## config.mk

```make
export PLATFORM = sky130hd
export DESIGN_NAME = rle_doubled_char_decimal_encoder
export DESIGN_NICKNAME = d
export VERILOG_FILES = /design/src/hw/rtl/rdce_pkg.sv /design/src/hw/rtl/rdce_digit_cell.sv /design/src/hw/rtl/rdce_emitter.sv /design/src/hw/rtl/rle_doubled_char_decimal_encoder.sv
export SDC_FILE = /design/constraint.sdc
export NUM_CORES = 1
export LEC_CHECK = 0
export BUFFER_PORTS_ARGS = -buffer_cell sky130_fd_sc_hd__buf_2
export CAP_MARGIN = 30
export CORE_ASPECT_RATIO = 1.4
export CORE_MARGIN = 2
export CORE_UTILIZATION = 65
export CTS_BUF_LIST = sky130_fd_sc_hd__clkbuf_4
export CTS_CLUSTER_SIZE = 24
export DETAILED_ROUTE_END_ITERATION = 16
export GPL_TIMING_DRIVEN = 0
export PLACE_DENSITY = 0.93
export RECOVER_POWER = 50
export SLEW_MARGIN = 20
export SYNTH_ARGS = -nofsm -noshare
export SYNTH_HDL_FRONTEND = slang
export SYNTH_SLANG_ARGS = --single-unit
```

## constraint.sdc

```tcl
create_clock -name clk -period 8.5 [get_ports clk]
set_input_delay 0.425 -clock clk [delete_from_list [all_inputs] [get_ports clk]]
set_output_delay 0.425 -clock clk [all_outputs]
set_load 0.03 [all_outputs]
```

## src/hw/rtl/rdce_pkg.sv

```systemverilog
// Shared types and constants for the doubled-symbol run-length encoder.
`default_nettype none

package rdce_pkg;

  typedef struct packed {
    logic [7:0] in_byte;
    logic       in_last;
  } in_word_t;

  typedef struct packed {
    logic [7:0] out_byte;
    logic       out_last;
  } out_word_t;

  // Header of one closed run waiting to be serialized.
  typedef struct packed {
    logic [7:0] sym;
    logic       single;   // run of length one: symbol only
    logic       last;     // final byte of this run closes the input word
  } run_hdr_t;

  // What a decimal counter cell reports to the encoder and to its neighbor.
  typedef struct packed {
    logic [3:0] cur;
    logic [3:0] bumped;
    logic       carry;
    logic       nine;
  } cell_stat_t;

  typedef struct packed {
    logic push0;
    logic push1;
  } push_t;

  typedef enum logic [1:0] {
    PH_SYM0,
    PH_SYM1,
    PH_DIGIT
  } phase_t;

  localparam logic [3:0] DIGIT_MAX      = 4'd9;
  localparam logic [3:0] ASCII_DIGIT_HI = 4'h3;
  localparam int         QUEUE_DEPTH    = 3;
  localparam int         CNT_W          = $clog2(QUEUE_DEPTH + 1);

endpackage

`default_nettype wire

```

## src/hw/rtl/rdce_digit_cell.sv

```systemverilog
// One decimal digit of the run count, with carry to the next higher digit.
`default_nettype none

module rdce_digit_cell (
  input  logic                   clk,
  input  logic                   rst_n,
  input  logic                   en,
  input  logic                   clr,
  input  logic                   inc,
  output rdce_pkg::cell_stat_t   stat
);
  import rdce_pkg::*;

  logic [3:0] digit_r;
  logic [3:0] digit_nxt;

  always_comb begin
    stat.cur    = digit_r;
    stat.nine   = (digit_r == DIGIT_MAX);
    stat.carry  = inc && stat.nine;
    stat.bumped = inc ? (stat.nine ? 4'd0 : digit_r + 4'd1) : digit_r;
    digit_nxt   = clr ? 4'd0 : stat.bumped;
  end

  always_ff @(posedge clk) begin
    if (!rst_n) begin
      digit_r <= 4'd0;
    end else if (en) begin
      digit_r <= digit_nxt;
    end
  end

endmodule

`default_nettype wire

```

## src/hw/rtl/rdce_emitter.sv

```systemverilog
// Queue of closed runs and the serializer that turns each into output bytes.
`default_nettype none

module rdce_emitter #(
  parameter int COUNT_DIGITS = 5
) (
  input  logic                               clk,
  input  logic                               rst_n,
  input  rdce_pkg::push_t                    push,
  input  rdce_pkg::run_hdr_t                 hdr0,
  input  rdce_pkg::run_hdr_t                 hdr1,
  input  logic [COUNT_DIGITS-1:0][3:0]       dig0,
  input  logic [COUNT_DIGITS-1:0][3:0]       dig1,
  output logic                               room,
  output logic                               out_valid,
  input  logic                               out_ready,
  output rdce_pkg::out_word_t                out_data
);
  import rdce_pkg::*;

  localparam int DIG_IW = (COUNT_DIGITS > 1) ? $clog2(COUNT_DIGITS) : 1;

  run_hdr_t                     hdr_r   [QUEUE_DEPTH];
  run_hdr_t                     hdr_nxt [QUEUE_DEPTH];
  run_hdr_t                     hdr_sh  [QUEUE_DEPTH];
  logic [COUNT_DIGITS-1:0][3:0] dig_r   [QUEUE_DEPTH];
  logic [COUNT_DIGITS-1:0][3:0] dig_nxt [QUEUE_DEPTH];
  logic [COUNT_DIGITS-1:0][3:0] dig_sh  [QUEUE_DEPTH];
  logic [CNT_W-1:0]             cnt_r;
  logic [CNT_W-1:0]             cnt_nxt;
  logic [CNT_W-1:0]             wr0;
  logic [CNT_W-1:0]             wr1;
  phase_t                       phase_r;
  phase_t                       phase_nxt;
  logic [DIG_IW-1:0]            pos_r;
  logic [DIG_IW-1:0]            pos_nxt;
  logic                         fire;
  logic                         pop;
  logic                         last_byte;
  logic [7:0]                   byte_out;

  function automatic logic [DIG_IW-1:0] msd_of(input logic [COUNT_DIGITS-1:0][3:0] d);
    logic [DIG_IW-1:0] m;
    m = '0;
    for (int i = 0; i < COUNT_DIGITS; i++) begin
      if (d[i] != 4'd0) m = DIG_IW'(i);
    end
    return m;
  endfunction

  assign out_valid = (cnt_r != '0);
  assign room      = (cnt_r <= CNT_W'(QUEUE_DEPTH - 2));
  assign fire      = out_valid && out_ready;
  assign pop       = fire && last_byte;

  // Output selection for the current phase of the head run.
  always_comb begin
    unique case (phase_r)
      PH_SYM0: begin
        byte_out  = hdr_r[0].sym;
        last_byte = hdr_r[0].single;
      end
      PH_SYM1: begin
        byte_out  = hdr_r[0].sym;
        last_byte = 1'b0;
      end
      PH_DIGIT: begin
        byte_out  = {ASCII_DIGIT_HI, dig_r[0][pos_r]};
        last_byte = (pos_r == '0);
      end
      default: begin
        byte_out  = hdr_r[0].sym;
        last_byte = 1'b0;
      end
    endcase
    out_data.out_byte = byte_out;
    out_data.out_last = last_byte && hdr_r[0].last;
  end

  // Phase sequencing: symbol; for a longer run, symbol again, then digits from the most significant.
  always_comb begin
    phase_nxt = phase_r;
    pos_nxt   = pos_r;
    if (fire) begin
      unique case (phase_r)
        PH_SYM0: begin
          if (!hdr_r[0].single) phase_nxt = PH_SYM1;
        end
        PH_SYM1: begin
          phase_nxt = PH_DIGIT;
          pos_nxt   = msd_of(dig_r[0]);
        end
        PH_DIGIT: begin
          if (pos_r == '0) begin
            phase_nxt = PH_SYM0;
          end else begin
            pos_nxt = pos_r - 1'b1;
          end
        end
        default: phase_nxt = PH_SYM0;
      endcase
    end
  end

  // Queue: drop the head on pop, then append up to two runs behind the rest.
  always_comb begin
    for (int i = 0; i < QUEUE_DEPTH - 1; i++) begin
      hdr_sh[i] = hdr_r[i + 1];
      dig_sh[i] = dig_r[i + 1];
    end
    hdr_sh[QUEUE_DEPTH-1] = hdr_r[QUEUE_DEPTH-1];
    dig_sh[QUEUE_DEPTH-1] = dig_r[QUEUE_DEPTH-1];

    wr0     = cnt_r - CNT_W'(pop);
    wr1     = wr0 + 1'b1;
    cnt_nxt = wr0 + CNT_W'(push.push0) + CNT_W'(push.push1);

    for (int i = 0; i < QUEUE_DEPTH; i++) begin
      hdr_nxt[i] = pop ? hdr_sh[i] : hdr_r[i];
      dig_nxt[i] = pop ? dig_sh[i] : dig_r[i];
      if (push.push0 && (CNT_W'(i) == wr0)) begin
        hdr_nxt[i] = hdr0;
        dig_nxt[i] = dig0;
      end
      if (push.push1 && (CNT_W'(i) == wr1)) begin
        hdr_nxt[i] = hdr1;
        dig_nxt[i] = dig1;
      end
    end
  end

  always_ff @(posedge clk) begin
    for (int i = 0; i < QUEUE_DEPTH; i++) begin
      hdr_r[i] <= hdr_nxt[i];
      dig_r[i] <= dig_nxt[i];
    end
  end

  always_ff @(posedge clk) begin
    if (!rst_n) begin
      cnt_r   <= '0;
      phase_r <= PH_SYM0;
      pos_r   <= '0;
    end else begin
      cnt_r   <= cnt_nxt;
      phase_r <= phase_nxt;
      pos_r   <= pos_nxt;
    end
  end

endmodule

`default_nettype wire

```

## src/hw/rtl/rle_doubled_char_decimal_encoder.sv

```systemverilog
// Top level: run tracking, decimal counter chain and the output serializer.
//
//   channel  direction  handshake               word
//   in       input      in_valid / in_ready     in_data  (in_byte, in_last)
//   out      output     out_valid / out_ready   out_data (out_byte, out_last)
//
// One input word is taken per cycle while at most one closed run waits in the
// three-entry run queue; bytes leave at one per cycle from the queue head while
// out_ready is high. A single run gives 1 byte, others 3 to 2 + COUNT_DIGITS.
// The run count is held in a chain of decimal digit cells, so no conversion
// is needed. rst_n (synchronous) clears the run state, counter and queue.
// out_ready low holds the head byte; in_ready drops once two runs are queued.
`default_nettype none

module rle_doubled_char_decimal_encoder #(
  parameter int unsigned MAX_RUN      = 65535,
  parameter int          COUNT_DIGITS = 5
) (
  input  logic                 clk,
  input  logic                 rst_n,
  input  logic                 in_valid,
  output logic                 in_ready,
  input  rdce_pkg::in_word_t   in_data,
  output logic                 out_valid,
  input  logic                 out_ready,
  output rdce_pkg::out_word_t  out_data
);
  import rdce_pkg::*;

  localparam int             LEN_W   = $clog2(64'(MAX_RUN) + 64'd1);
  localparam logic [LEN_W-1:0] MAX_LEN = LEN_W'(MAX_RUN);

  logic [7:0]                   sym_r;
  logic [7:0]                   sym_nxt;
  logic [LEN_W-1:0]             len_r;
  logic [LEN_W-1:0]             len_nxt;
  logic [LEN_W-1:0]             len_ext;
  logic                         open_r;
  logic                         open_nxt;
  logic                         accept;
  logic                         hit;
  logic                         close_ext;
  logic                         all_nine;
  logic                         inc0;
  logic                         cell_clr;
  logic                         room;
  cell_stat_t                   stat  [COUNT_DIGITS];
  logic [COUNT_DIGITS-1:0]      carry_in;
  logic [COUNT_DIGITS-1:0]      nines;
  logic [COUNT_DIGITS-1:0][3:0] cur_digits;
  logic [COUNT_DIGITS-1:0][3:0] bumped_digits;
  push_t                        push;
  run_hdr_t                     hdr0;
  run_hdr_t                     hdr1;
  run_hdr_t                     hdr_single;
  logic [COUNT_DIGITS-1:0][3:0] dig0;

  assign in_ready = room;
  assign accept   = in_valid && in_ready;

  assign hit       = open_r && (in_data.in_byte == sym_r) && (len_r < MAX_LEN);
  assign len_ext   = len_r + 1'b1;
  assign close_ext = hit && ((len_ext == MAX_LEN) || in_data.in_last);

  // Count holds length minus two; hold it at all nines once saturated.
  assign all_nine = &nines;
  assign inc0     = accept && hit && (len_r != LEN_W'(1)) && !all_nine;
  assign cell_clr = !hit || close_ext;

  for (genvar g = 0; g < COUNT_DIGITS; g++) begin : g_cell
    if (g == 0) begin : g_lsd
      assign carry_in[g] = inc0;
    end else begin : g_upper
      assign carry_in[g] = stat[g-1].carry;
    end

    rdce_digit_cell u_cell (
      .clk   (clk),
      .rst_n (rst_n),
      .en    (accept),
      .clr   (cell_clr),
      .inc   (carry_in[g]),
      .stat  (stat[g])
    );

    assign nines[g]         = stat[g].nine;
    assign cur_digits[g]    = stat[g].cur;
    assign bumped_digits[g] = stat[g].bumped;
  end

  // Closed runs of a word: old run, then a one-byte run flushed on a final word;
  // a lone final byte; or a continued run closed by the length limit or final byte.
  always_comb begin
    hdr_single.sym    = in_data.in_byte;
    hdr_single.single = 1'b1;
    hdr_single.last   = 1'b1;
    hdr1              = hdr_single;
    push.push1        = 1'b0;
    if (hit) begin
      push.push0  = accept && close_ext;
      hdr0.sym    = sym_r;
      hdr0.single = 1'b0;
      hdr0.last   = 1'b1;
      dig0        = bumped_digits;
    end else if (open_r) begin
      push.push0  = accept;
      push.push1  = accept && in_data.in_last;
      hdr0.sym    = sym_r;
      hdr0.single = (len_r == LEN_W'(1));
      hdr0.last   = !in_data.in_last;
      dig0        = cur_digits;
    end else begin
      push.push0  = accept && in_data.in_last;
      hdr0        = hdr_single;
      dig0        = '0;
    end
  end

  always_comb begin
    sym_nxt = hit ? sym_r : in_data.in_byte;
    if (hit) begin
      len_nxt  = close_ext ? '0 : len_ext;
      open_nxt = !close_ext;
    end else begin
      len_nxt  = in_data.in_last ? '0 : LEN_W'(1);
      open_nxt = !in_data.in_last;
    end
  end

  always_ff @(posedge clk) begin
    if (!rst_n) begin
      sym_r  <= 8'd0;
      len_r  <= '0;
      open_r <= 1'b0;
    end else if (accept) begin
      sym_r  <= sym_nxt;
      len_r  <= len_nxt;
      open_r <= open_nxt;
    end
  end

  rdce_emitter #(
    .COUNT_DIGITS (COUNT_DIGITS)
  ) u_emitter (
    .clk       (clk),
    .rst_n     (rst_n),
    .push      (push),
    .hdr0      (hdr0),
    .hdr1      (hdr1),
    .dig0      (dig0),
    .dig1      ('0),
    .room      (room),
    .out_valid (out_valid),
    .out_ready (out_ready),
    .out_data  (out_data)
  );

endmodule

`default_nettype wire

```

# Yosys cells after proc, flatten, opt, wreduce, memory -nomap -nowiden

Memories as Yosys holds them, arrays and structs flattened.
Index checks and enable logic that the tools add are counted.

Output and inout port bits: 11
Bits in writable memories: 90
Bits in registers: 52
Memories: 2

Order comparisons: 3
Muxes and demuxes: 56
Bitwise gates (word level): 1
Equal/unequal tests: 18
Add/sub/neg operators: 11
Reduce and logical (&&, ||, !) cells: 42

Memories:

| memory          | depth | width | read ports | clocked after memory_dff | write ports | RTL line           | RTL |
|---|---|---|---|---|---|---|---|
| u_emitter.dig_r | 3     | 20    | 3          | 0                        | 3           | rdce_emitter.sv:26 | `logic [COUNT_DIGITS-1:0][3:0] dig_r [QUEUE_DEPTH];` |
| u_emitter.hdr_r | 3     | 10    | 3          | 0                        | 3           | rdce_emitter.sv:23 | `run_hdr_t hdr_r [QUEUE_DEPTH];` |

Operators with widths:

| operator                | number |
|---|---|
| $mux W20                | 10 |
| $mux W10                | 10 |
| $mux W4                 | 16 |
| $mux W16                | 2 |
| $logic_and A1 B1 Y1     | 22 |
| $add A4 B1 Y4 const B   | 5 |
| $eq A4 B4 Y1 const B    | 5 |
| $add A16 B1 Y16 const B | 1 |
| $eq A16 B1 Y1 const B   | 1 |
| $eq A16 B16 Y1 const B  | 1 |
| $lt A16 B16 Y1 const B  | 1 |
| $ne A16 B1 Y1 const B   | 1 |
| $reduce_bool A4 Y1      | 4 |
| $bmux W4 S3             | 1 |
| $eq A8 B8 Y1            | 1 |
| $mux W2                 | 4 |
| $mux W8                 | 1 |
| $mux W1                 | 7 |
| $logic_not A2 Y1        | 3 |
| $mux W3                 | 2 |
| $pmux W2 S3             | 1 |
| $pmux W3 S2             | 1 |
| $reduce_and A3 Y1       | 2 |
| $reduce_and A5 Y1       | 1 |
| 19 further kinds        | 28 |

# Depth between registers and ports, before layout

Depth after elaboration: 14
Depth in mapped cells: 17

# Cells and area by module

From an unflattened synthesis, not the netlist that was laid out.

Cells, all modules: 923
Area, all modules: 8,769.7 µm²

By module, submodules not included:

| module                           | times used | sequential area each (µm²) | cells an instance | area an instance (µm²) |
|---|---|---|---|---|
| rdce_emitter                     | 1          | 2,842.7                    | 418               | 4,981.0 |
| rle_doubled_char_decimal_encoder | 1          | 500.5                      | 290               | 2,137.0 |
| rdce_digit_cell                  | 5          | 80.1                       | 43                | 330.3 |

# Worst setup path before layout

No wires, ideal clock.

Kind: reg-to-reg
Start point: register u_emitter.pos_r[0] (netlist name)
End point: memory u_emitter.hdr_r[0][12] (netlist bit), enable pin
Setup time: 337 ps
Clock period less this slack: 3,741 ps
Path slack: 4,759 ps
Data arrival time: 3,404 ps
Stages on the path, launching flop included: 17
Path through: dfxtp_1 > clkbuf_1 > inv_1 > ha_1 > nor2b_1 > mux2i_1 > nor3_1 > buf_2 > buf_1 > ha_1 > xnor2_1 > nand3_1 > nor2_1 > buf_2 > buf_2 > inv_1 > nand3_1

RTL lines:

| item          | RTL line |
|---|---|
| end, declared | rdce_emitter.sv:23 |

==> summary.txt <==
Critical path
  • CP Capture Type: register
  • Critical Path Fanout Max: 10
  • CP Launch Type: register
  • Slowest stage delay, CP: 1.73 ns
  • Worst setup startpoint: len_r[0]
  • Reg2Reg Launch Point: len_r[0]
  • Crit path DAT: 5.62 ns
  • Critical path's top delay family: simple AND/OR/NAND/NOR gates
  • Crit path kind: register to register
  • Worst Path Required: 8.78 ns
  • CP Buf/Inv Count: 4
  • Worst path cell trace: ha_1 -> clkbuf_1 -> nand3_1 -> nor4_1 -> o211ai_1 -> nor4b_1 -> clkbuf_1 -> buf_4 -> inv_1 -> nand3_1
  • Crit-path slowest cell: nor4_1

Clock network
  • CTS Buf Count: 17
  • CTS resizes: 0
  • Hold-fix buffers, CTS: 0
  • CTS H-tree depth: 4
  • Max clock buf depth: 2
  • CTS tree: done
  • Postcts setup bufs: 0
  • Clock transition at path regs: 0.15 ns
  • Clock sinks: 142
  • Clk Latency, worst-skew pair: 0.60 ns
  • Root Buffer: clkbuf_4

Die
  • Die Ht: 138.1 um
  • Initial Util: between 60% and 70%
  • Row count: a little under 50
  • CORE AREA: 12690 sq um
  • Die X: 99.82 um
  • Die area: 13790 sq um
  • IO Pins: 24

Timing
  • Hold_ws: between 0.1 and 0.15 ns
  • Final hold violations: 0
  • FMAX: 187.4 MHz
  • Setup ws final: 3.165 ns
  • Final-report setup violation count: 0
  • Post-Route Setup TNS: 0 ns
  • Actual slew at the worst max-slew pin: 2.126 ns
  • Fin Clk Skew: 0.01919 ns
  • Tcrit/Tclk final: 62.76%
  • Max Transition Viols Final: 11
  • RSZ-0062 raised after global routing: false
  • Final min period: 5.335 ns
  • Max-slew headroom: -43.07%

Global route
  • GRT Overall Usage: roughly 35%
  • Largest net degree at the start of global routing: 17
  • Grt met3 use: 8.443%
  • Met1 global-route usage: 40.77%
  • Layer with the highest usage: met2
  • Wire length of the first global-routing pass: 38.81 mm
  • Vias in the first global route: 7587
  • Initial antenna violation count: 1
  • GR Util met2: 58.93%
  • Congestion Overflow GR: 0

Layout
  • Final non-filler cell total: 1159
  • # nets final: 1012
  • Most frequent cells in the layout: dfxtp_1, nand2_1, clkbuf_1
  • Cell area after layout: 8874 sq um
  • Area Overhead vs Synth: 6.215%
  • Final cell utilization of the core: approximately 70%
  • Fillcell total: around 970
  • Commonest non-fill, non-tap cell in the layout: dfxtp_1
  • Share of layout cells above drive strength 1: 11.14%

Yosys
  • Post-synth ARST share: 0%
  • Post-Syn Nets: 972
  • Avg Cell Area, Syn: 8.775 sq um
  • Number of flops mapped to enable cells by yosys: 24
  • #FFs+latches synth: 142
  • YS warnings: 0
  • Cell Area, Synth: between 8000 and 9000 sq um
  • Unique masters post-synth: 86
  • Sequential fraction of the synthesis area: ~37%
  • Cells after Synth: roughly 950
  • Ys flop type: dfxtp_1

Drt
  • Via count: 8023
  • Routed vias/inst: about 7
  • WL per Instance: 20.96 um
  • Router iterations before antenna repair: 7
  • Post-Route WL: 24.29 mm
  • Initial DRC count: 839
  • DRT antenna net count: 0
  • Residual DRC: 0

Status
  • Outcome: finished with violations
  • Failing checks: max-capacitance violations, max-slew violations

Power
  • Static leakage: roughly 3.2 nW
  • Pwr/cell area: 211.8 nW/um^2
  • Maximum VDD drop: 0.0001082 V
  • Tot Pwr: around 1.9 mW

Place
  • Placed cells: 1126
  • IO Port Bufs: 21
  • DP Wirelength: 17.55 mm
  • Placed Area: just under 9000 sq um
  • Routability congestion estimate: between 0.9 and 1
  • Worst Setup Slack post-DPL: 3.617 ns

Run
  • Max-cap violations: 1

Worst hold path
  • Hold Crit Start: in_data[2]
  • Hold Crit Class: input port to register
[path summary, 6_finish.rpt]
path                                  to  slack, ns  depth (start not counted)
hold / removal                  sym_r[1]       0.13                          3
setup reg to reg   u_emitter.hdr_r[0][6]       3.16                         10
setup / recovery   u_emitter.hdr_r[0][6]       3.16                         10
hold reg to reg   u_emitter.dig_r[0][52]       0.47                          2
[routing by layer]
layer / vias to the layer above / share of wire, % / routed length [um]
li1: 3661 / - / -
met1: 3761 / 37 / 8950
met3: 129 / 8.4 / 2050
met2: 472 / 49 / 11900
met4: 0 / 5.7 / 1393
met5: - / 0 / 0
[cells in the mapped netlist, types with 20 or more instances]
cell,instances,share of area (%)
nor2b_1,27,2.0
edfxtp_1,24,8.6
nand3_1,31,1.9
o31ai_1,23,2.1
mux2i_1,49,5.9
buf_2,30,1.8
o21ai_0,40,2.4
nor3_1,38,2.3
a21boi_0,25,2.2
nor2_1,41,1.8
nor4_1,20,1.5
nand2_1,106,4.8
a21oi_1,32,1.9
inv_1,20,0.90
dfxtp_1,118,28
clkbuf_1,37,1.7
[layout make-up]
class | count | area [sq um] | area share (%)
multi-input cells | 709 | 4750 | 53.53
flip-flops and latches | 142 | 3083 | 34.74
plain buffers | 80 | 381.6 | 4.301
well taps | 153 | 191.4 | 2.157
clock inverters | 15 | 167.7 | 1.889
clock buffers | 17 | 127.6 | 1.438
repair buffers | 21 | 91.34 | 1.029
inverters | 21 | 78.83 | 0.8883
diodes | 1 | 2.502 | 0.02820
[power by group]
group / total [mW] / internal (mW) / switching [mW]
Combinational: 0.578 / 0.215 / 0.363
Clock: 0.460 / 0.160 / 0.300
Sequential: 0.841 / 0.789 / 0.0516
[registers in the layout, summed over array words and instances, names as in the netlist]
signal and flops:
u_emitter.pos_r 3, sym_r 8, u_emitter.dig_r 60, u_emitter.hdr_r 30, len_r 16, u_emitter.cnt_r 2
u_emitter.phase_r 2, g_cell.u_cell.digit_r 20, open_r 1
[cell families (layout without fill, tap and decap cells)]
group | count (synthesis) | in the layout | synth area share, %
AO/OA/AOI/OAI | 242 | 242 | 21.34
XOR/XNOR | 14 | 14 | 1.468
buffers and inverters | 101 | 154 | 5.676
adder cells (fa/ha/maj) | 7 | 7 | 1.138
multiplexers | 59 | 59 | 7.758
flip-flops | 142 | 142 | 36.90
AND/OR/NAND/NOR | 387 | 387 | 25.72
other | 0 | 1 | 0
[worst reg2reg max path, stage by stage (launching register included)]
cell and delay (ns):
dfxtp_1 0.42, ha_1 0.17, clkbuf_1 0.31, nand3_1 0.23, nor4_1 1.73, o211ai_1 0.49, nor4b_1 0.61, clkbuf_1 0.41
buf_4 0.27, inv_1 0.10, nand3_1 0.28
Power figures use the tool's default switching activity.
